### src/rtl/core/longest_decreasing_subseq_stream_macros.svh
// Assertion macros for the decreasing-subsequence tracker.
// Included by the top level; needs i_clk and i_rst_n in scope.
`ifndef LONGEST_DECREASING_SUBSEQ_STREAM_MACROS_SVH
`define LONGEST_DECREASING_SUBSEQ_STREAM_MACROS_SVH

// Same-cycle implication, checked out of reset.
`define LDSS_ASSERT_NOW(label, ante, cons) \
    label: assert property (@(posedge i_clk) disable iff (!i_rst_n) (ante) |-> (cons)) \
        else $error("ldss check failed");

// Next-cycle implication, checked out of reset.
`define LDSS_ASSERT_NEXT(label, ante, cons) \
    label: assert property (@(posedge i_clk) disable iff (!i_rst_n) (ante) |=> (cons)) \
        else $error("ldss check failed");

`endif

### src/rtl/core/ldss_pkg.sv
// Shared types, sequencer codes and the search midpoint helper.
// No dependencies.
package ldss_pkg;

    // Widest tail count the block supports (up to 131071 entries, with the full count still fitting).
    localparam int CNT_W_MAX = 17;

    typedef logic [CNT_W_MAX-1:0] t_cnt;

    typedef logic [1:0] t_state;
    localparam t_state S_IDLE   = 2'd0;
    localparam t_state S_SEARCH = 2'd1;
    localparam t_state S_FINISH = 2'd2;

    // Midpoint of [lo, hi), rounded down, without overflow.
    function automatic t_cnt ldss_mid(input t_cnt lo, input t_cnt hi);
        t_cnt span;
        span = hi - lo;
        return lo + (span >> 1);
    endfunction

endpackage

### src/rtl/core/ldss_step.sv
// One binary-search step: compare a fetched tail with the key, narrow the range.
// Uses ldss_pkg for the midpoint helper.
module ldss_step
    import ldss_pkg::*;
#(
    parameter int LEN_W = 11,
    parameter int DW    = 32
) (
    input  logic [LEN_W-1:0] i_lo,
    input  logic [LEN_W-1:0] i_hi,
    input  logic [DW-1:0]    i_tail,
    input  logic [DW-1:0]    i_key,
    output logic [LEN_W-1:0] o_lo,
    output logic [LEN_W-1:0] o_hi,
    output logic [LEN_W-1:0] o_mid,
    output logic             o_more
);

    logic [LEN_W-1:0] w_mid;
    logic             w_greater;

    assign w_mid     = LEN_W'(ldss_mid(t_cnt'(i_lo), t_cnt'(i_hi)));
    // Keys are offset binary, so unsigned order is signed order.
    assign w_greater = i_tail > i_key;

    always_comb begin
        if (w_greater) begin
            o_lo = w_mid + LEN_W'(1);
            o_hi = i_hi;
        end else begin
            o_lo = i_lo;
            o_hi = w_mid;
        end
    end

    assign o_mid  = LEN_W'(ldss_mid(t_cnt'(o_lo), t_cnt'(o_hi)));
    assign o_more = o_lo < o_hi;

endmodule

### config.mk
export PLATFORM = sky130hd
export DESIGN_NAME = ldss_step
export DESIGN_NICKNAME = d
export VERILOG_FILES = /design/src/rtl/core/longest_decreasing_subseq_stream_macros.svh /design/src/rtl/core/ldss_pkg.sv /design/src/rtl/core/ldss_step.sv
export SDC_FILE = /design/constraint.sdc
export NUM_CORES = 1
export LEC_CHECK = 0
export BUFFER_PORTS_ARGS = -buffer_cell sky130_fd_sc_hd__clkbuf_2
export CAP_MARGIN = 20
export CORE_ASPECT_RATIO = 2
export CORE_MARGIN = 4
export CORE_UTILIZATION = 43
export DETAILED_ROUTE_END_ITERATION = 16
export PLACE_DENSITY = 0.72
export SKIP_LAST_GASP = 1
export SLEW_MARGIN = 30
export SYNTH_ARGS = -nofsm -noshare
export SYNTH_HDL_FRONTEND = slang
export SYNTH_SLANG_ARGS = --single-unit
### constraint.sdc
create_clock -name vclk -period 10
set_clock_uncertainty 0.15 [all_clocks]
set_input_delay 1.5 -clock vclk [all_inputs]
set_output_delay 1.5 -clock vclk [all_outputs]
set_load 0.02 [all_outputs]
==> metrics.txt, run 1 <==
Post-Syn Instances 481; Fillers 788; Worst Setup End Kind primary output; Hold EP o_hi[9]; CP arrival 7.32 ns; Slew @ Worst Pin 0.6617 ns; Seq/Total Area, Yosys 0%; Worst EP required 8.35 ns; max cap viols 0; Worst VDD drop 237.2 uV; Post-Place Cells 691; Worst Path Max Fanout 5; die area 9399 um2; final net count 762; first-pass GRT wire length 16610 um; total grt overflow 0; vias in the first global route 3963; max incr delay on CP 0.52 ns; antenna cells 0; final instance count without filler cells 691; hold buffer count at cts 0; initial antenna violation count 0; global placement routability congestion 0.9627; pwr dens 318.6 nW/um2; syn_nets 644; synth-to-layout area growth 21.06%; Final period util 89.74%; GRT Util Overall 20.67%; library cells used by synthesis 58; IO Count 120; Final Instance Area 4078 um2; CORE AREA 7601 um2; sequential cell count 0; hpwl dp 8985 um; HP Class in -> out; clock buffers 0; via count 3889; cell seen most often among critical-path stages o21ai_0; WHS Path Cells 4; unrepaired setup endpoints after global routing no; WL per Instance 14.29 um; die width 70.58 um; YS warnings 0; Min Clock Period, post-route 8.974 ns; Vias/cell 5.628; Fin Setup TNS 0 ns; DRC 0; Leak 0.002293 uW; final hold vios 0; slowest stage cell, crit path o21ai_0; Die H 133.2 um; Register Area 0 um2; Critical Path Start Type input port; critical path class in -> out; WL final 9876 um; First DRT Iteration DRCs 121; initial core utilization 44.31%; Pre-Repair DR Iteration Count 6; status finished clean; CTS resizes 0; Synth Cell Area 3368 um2; Row Count 45; Slew headroom 55.65%; post-CTS setup buffer count 0; multi-input combinational cell area 3067 um2; largest net degree at the start of global routing 18; ANT nets after route 0; count of port buffers added during placement 120; syn_area_per_cell 7.003 um2; fmax 111.4 MHz; Post-DP Area 4078 um2; min-delay src i_hi[9]; endpoints failing setup 0; layout cell share with drive strength beyond 1 22.45%; max-slew violation count 0
critical path, delay by kind of cell:
family | cells | cell delay (ns)
compound gates | 10 | 2.38
xor+xnor | 2 | 0.48
fa+ha+maj | 3 | 0.91
buf+inv | 5 | 0.53
simple gates | 8 | 1.52
stage by stage:
stage	util (%)	hold slack, ns	total power [uW]	setup WS, ns
2_1_floorplan	-	3.026	965.0	1.424
3_3_place_gp	53.65	3.258	1280	1.168
3_5_place_dp	53.65	3.256	1301	1.038
4_1_cts	53.65	3.257	1308	1.008
5_1_grt	53.65	3.283	1433	0.3180
6_report	53.65	3.252	1299	1.026
cells in the mapped netlist (all sizes together) (2+ instances only):
cell / instances / area, um2
o31ai: 4 / 30.03
o211a: 4 / 40.04
buf: 3 / 16.26
a221o: 3 / 30.03
clkbuf: 4 / 15.01
inv: 72 / 270.3
mux2: 3 / 33.78
a31oi: 4 / 25.02
maj3: 2 / 20.02
a211oi: 7 / 62.56
o211ai: 8 / 60.06
nand2: 43 / 161.4
fa: 4 / 80.08
xor2: 15 / 131.4
and2: 3 / 18.77
or2: 2 / 12.51
o21bai: 4 / 30.03
a21oi: 35 / 175.2
nand2b: 8 / 50.05
a21boi: 2 / 15.01
nor2: 22 / 82.58
nand3: 9 / 45.04
nor4: 7 / 50.05
o311a: 2 / 20.02
nor3: 9 / 50.05
nor2b: 11 / 68.82
xnor2: 27 / 236.5
a21o: 17 / 127.6
ha: 73 / 913.4
o21ai: 31 / 155.1
o21a: 5 / 37.54
or3: 4 / 25.02
and3: 2 / 12.51
nand4: 14 / 87.58
routing by layer:
layer | part of all wire (%) | GRT usage [%]
met3 | 6.0 | 2.115
met5 | 0 | 0
met2 | 56 | 43.89
met4 | 3.9 | 6.904
met1 | 34 | 19.28
final cells by class:
class	instances	area share, %
inverter	72	6.628
multi-input combinational	402	75.21
timing repair buffer	123	15.28
tap	94	2.884
cells by family after synthesis:
logic type | Yosys count | share of synthesized area [%]
compound gates | 137 | 26.97
xor+xnor | 43 | 11.59
fa+ha+maj | 79 | 30.09
buf+inv | 79 | 8.952
mux | 4 | 1.300
simple gates | 139 | 21.10
how the worst max path moves through the flow:
stage,start,end,slack [ns],depth (start not counted)
floorplan,i_key[14],o_mid[10],1.42,26
global placement,i_key[26],o_mid[9],1.17,27
detailed placement,i_key[15],o_mid[10],1.04,28
CTS,i_key[15],o_mid[10],1.01,28
global route,i_key[15],o_mid[10],0.32,28
finish,i_key[15],o_mid[10],1.03,28
where the power goes:
part / internal, uW / leakage (uW) / switching [uW]
registers: 0 / 0 / 0
logic: 513 / 0.00229 / 786
clock network: 0 / 0 / 0
placed cells by master, fill, tap and decap left out, drive strengths merged, types with 3 or more instances in the layout:
cell type    n
a211oi       7
a21o        17
a21oi       35
a221o        3
a31oi        4
and2         3
buf          3
clkbuf     120
fa           4
ha          73
inv         72
mux2         3
nand2       43
nand2b       8
nand3        9
nand4       14
nor2        22
nor2b       11
nor3         9
nor4         7
o211a        4
o211ai       8
o21a         5
o21ai       31
o21bai       4
o31ai        4
or3          4
xnor2       27
xor2        15
Power figures use the tool's default switching activity.
==> inputs of run 2 (changes only) <==
--- a/config.mk
+++ b/config.mk
@@ -11,6 +11,7 @@
 export CORE_MARGIN = 4
 export CORE_UTILIZATION = 43
 export DETAILED_ROUTE_END_ITERATION = 16
+export MAX_ROUTING_LAYER = met4
 export PLACE_DENSITY = 0.72
 export SKIP_LAST_GASP = 1
 export SLEW_MARGIN = 30
==> run 2 against run 1 <==
Routed wire length up 0.62%. Largest cell class unchanged. Combinational power about the same. Via count down 0.28%.
==> metrics.txt, run 2 (synthesis results as in run 1) <==
status finished clean; global placement routability congestion 0.9779; vias in the first global route 3934; WHS Path Cells 4; total grt overflow 0; antenna cells 0; Row Count 45; final instance count without filler cells 691; slowest stage cell, crit path o21ai_0; WL final 9937 um; sequential cell count 0; CORE AREA 7601 um2; Worst VDD drop 294.6 uV; WL per Instance 14.38 um; Fin Setup TNS 0 ns; Leak 0.002293 uW; count of port buffers added during placement 120; final hold vios 0; max incr delay on CP 0.53 ns; Slew headroom 52.80%; cell seen most often among critical-path stages a21oi_1; die width 70.58 um; Worst EP required 8.35 ns; max cap viols 0; Crit path max-delay family compound AO/OA/AOI/OAI gates; CP Depth 27; Pre-Repair DR Iteration Count 4; die area 9399 um2; Slew @ Worst Pin 0.7019 ns; Worst Path Max Fanout 5; Vias/cell 5.612; initial core utilization 44.31%; IO Count 120; total power 1302 uW; First DRT Iteration DRCs 102; Post-Place Cells 691; endpoints failing setup 0; CTS resizes 0; critical path class in -> out; unrepaired setup endpoints after global routing no; CP arrival 7.34 ns; ANT nets after route 0; Worst Setup End Kind primary output; Die H 133.2 um; hold buffer count at cts 0; layout cell share with drive strength beyond 1 22.45%; first-pass GRT wire length 16330 um; Final period util 89.89%; pwr dens 319.2 nW/um2; hpwl dp 9048 um; Post-DP Area 4078 um2; largest net degree at the start of global routing 18; initial antenna violation count 0; max-slew violation count 0; synth-to-layout area growth 21.06%; HP Class in -> out; Critical Path Start Type input port; GRT Util Overall 21.00%; WP buf/inv 4; clock buffers 0; Min Clock Period, post-route 8.989 ns; DRC 0; via count 3878; final net count 762; Register Area 0 um2; Final Instance Area 4078 um2; commonest non-fill, non-tap cell in the layout clkbuf_2; post-CTS setup buffer count 0; fmax 111.3 MHz; most frequent cells in the layout clkbuf_2 (120), ha_1 (73), inv_1 (72)
## run 2: layer usage
layer / wire (um) / global-route usage [%] / vias to the layer above
li1: - / - / 1958
met1: 3569 / 20.24 / 1731
met2: 5364 / 42.38 / 154
met3: 508 / 0.6042 / 35
met4: 495 / 8.159 / 0
met5: 0 / - / -
## run 2: final cells by class
cell class / instances / area [um2]
multi-input combinational: 402 / 3067
fill: 786 / 3523
timing repair buffer: 123 / 623.1
tap: 94 / 117.6
inverter: 72 / 270.3
## run 2: worst paths after layout
kind                  startpoint       end  slack, ns
worst max-delay path   i_key[13]  o_mid[9]       1.01
worst min-delay path     i_hi[0]   o_hi[0]       3.24
## run 2: worst min-delay path, stage by stage
cell and delay (ns):
clkbuf_2 0.09, mux2i_1 0.09, inv_1 0.06, clkbuf_2 0.15
## run 2: stage by stage
step	worst slack [ns]	hold WS [ns]	utilization (%)
4_1_cts	1.033	3.243	53.65
2_1_floorplan	1.424	3.026	-
3_3_place_gp	1.153	3.256	53.65
6_report	1.011	3.241	53.65
3_5_place_dp	1.056	3.242	53.65
5_1_grt	0.4374	3.273	53.65
## run 2: power breakdown
| group | total, uW | leakage (uW) | switching (uW) | internal (uW) |
|---|---|---|---|---|
| Combinational | 1300 | 0.00229 | 789 | 513 |
| Sequential | 0 | 0 | 0 | 0 |
| Clock | 0 | 0 | 0 | 0 |
| Total | 1300 | 0.00229 | 789 | 513 |
==> inputs of run 3 (changes only) <==
--- a/config.mk
+++ b/config.mk
@@ -5,14 +5,14 @@
 export SDC_FILE = /design/constraint.sdc
 export NUM_CORES = 1
 export LEC_CHECK = 0
-export BUFFER_PORTS_ARGS = -buffer_cell sky130_fd_sc_hd__clkbuf_2
 export CAP_MARGIN = 20
 export CORE_ASPECT_RATIO = 2
 export CORE_MARGIN = 4
 export CORE_UTILIZATION = 43
 export DETAILED_ROUTE_END_ITERATION = 16
+export DONT_BUFFER_PORTS = 1
 export MAX_ROUTING_LAYER = met4
-export PLACE_DENSITY = 0.72
+export PLACE_DENSITY = 0.59
 export SKIP_LAST_GASP = 1
 export SLEW_MARGIN = 30
 export SYNTH_ARGS = -nofsm -noshare
==> constraint.sdc (replaced) <==
create_clock -name vclk -period 9.5
set_clock_uncertainty 0.15 [all_clocks]
set_input_delay 1.425 -clock vclk [all_inputs]
set_output_delay 1.425 -clock vclk [all_outputs]
set_load 0.02 [all_outputs]
==> run 3 against run 2 <==
Sequential share of layout area stayed put. Combinational power hardly changed. Routed wire length is 4.4% lower. First-iteration DRC count is 6.9% lower. Via count is 12% lower.
==> metrics.txt, run 3 (synthesis results as in run 1) <==
status finished clean; clock buffers 0; met3 WL 620 um; commonest non-fill, non-tap cell in the layout ha_1; die width 70.58 um; Worst Path Max Fanout 9; global placement routability congestion 0.8728; Setup WS post-layout 0.7002 ns; WP buf/inv 4; HP Class in -> out; Post-DP Area 3537 um2; Register Area 0 um2; Worst EP required 7.93 ns; endpoints failing setup 0; pwr dens 359.9 nW/um2; GRT Util Overall 20.66%; WHS Path Cells 2; via count 3403; DRC 0; Critical Path Start Type input port; Final period util 92.63%; WL per Instance 16.41 um; max incr delay on CP 0.55 ns; layout cell share with drive strength beyond 1 4.536%; vias in the first global route 3641; die area 9399 um2; max cap viols 0; total power 1273 uW; max-slew violation count 0; cell seen most often among critical-path stages o21ai_0; DR top layer met4; slowest stage cell, crit path nor4_1; ANT nets after route 0; final instance count without filler cells 579; CP arrival 7.22 ns; Fillers 816; unrepaired setup endpoints after global routing no; Leak 0.001833 uW; final hold vios 0; most frequent cells in the layout ha_1 (73), inv_1 (72), nand2_1 (43); Row Count 45; IO Count 120; WL final 9499 um; count of port buffers added during placement 0; Slew @ Worst Pin 0.8832 ns; fmax 113.6 MHz; final net count 650; antenna cells 0; hold buffer count at cts 0; Fin Setup TNS 0 ns; initial core utilization 44.31%; Die H 133.2 um; first-pass GRT wire length 15920 um; First DRT Iteration DRCs 95; CP Depth 27; Worst VDD drop 271.2 uV; initial antenna violation count 0; total grt overflow 0; met2 routed WL 5354 um; CTS resizes 0; post-CTS setup buffer count 0; critical path class in -> out; Pre-Repair DR Iteration Count 4; WL met1 3102 um; hpwl dp 8672 um; pre-CTS setup slack 0.7288 ns; largest net degree at the start of global routing 19; sequential cell count 0; synth-to-layout area growth 5.015%; Post-Place Cells 579; Crit path max-delay family compound AO/OA/AOI/OAI gates; CORE AREA 7601 um2; Worst Setup End Kind primary output; Slew headroom 40.50%; Final Instance Area 3537 um2; Vias/cell 5.877; Min Clock Period, post-route 8.800 ns
## run 3: worst paths after layout
path                  start   endpoint  slack (ns)
setup / recovery  i_key[14]  o_mid[10]        0.70
hold / removal      i_hi[4]    o_hi[4]        2.90
## run 3: final cells by class
cell class / instances / area [um2] / share of cell area (%)
Inverter: 72 / 270.3 / 7.641
Multi-Input combinational cell: 402 / 3067 / 86.70
Tap cell: 94 / 117.6 / 3.325
Timing Repair Buffer: 11 / 82.58 / 2.335
## run 3: per-stage QoR
step	hold WS, ns	util [%]
detailed placement	2.903	46.54
finish	2.901	46.54
global placement	2.900	46.54
global route	2.908	46.54
CTS	2.904	46.54
floorplan	2.876	-
## run 3: routing by layer
metal / GRT usage (%) / vias up
met5: - / -
met4: 7.218 / 0
met3: 3.474 / 27
met2: 41.91 / 117
met1: 18.32 / 1531
li1: - / 1728
## run 3: power by group
part | internal, uW | leakage (uW) | switching (uW) | total, uW
Combinational | 501 | 0.00183 | 773 | 1270
Sequential | 0 | 0 | 0 | 0
Clock | 0 | 0 | 0 | 0
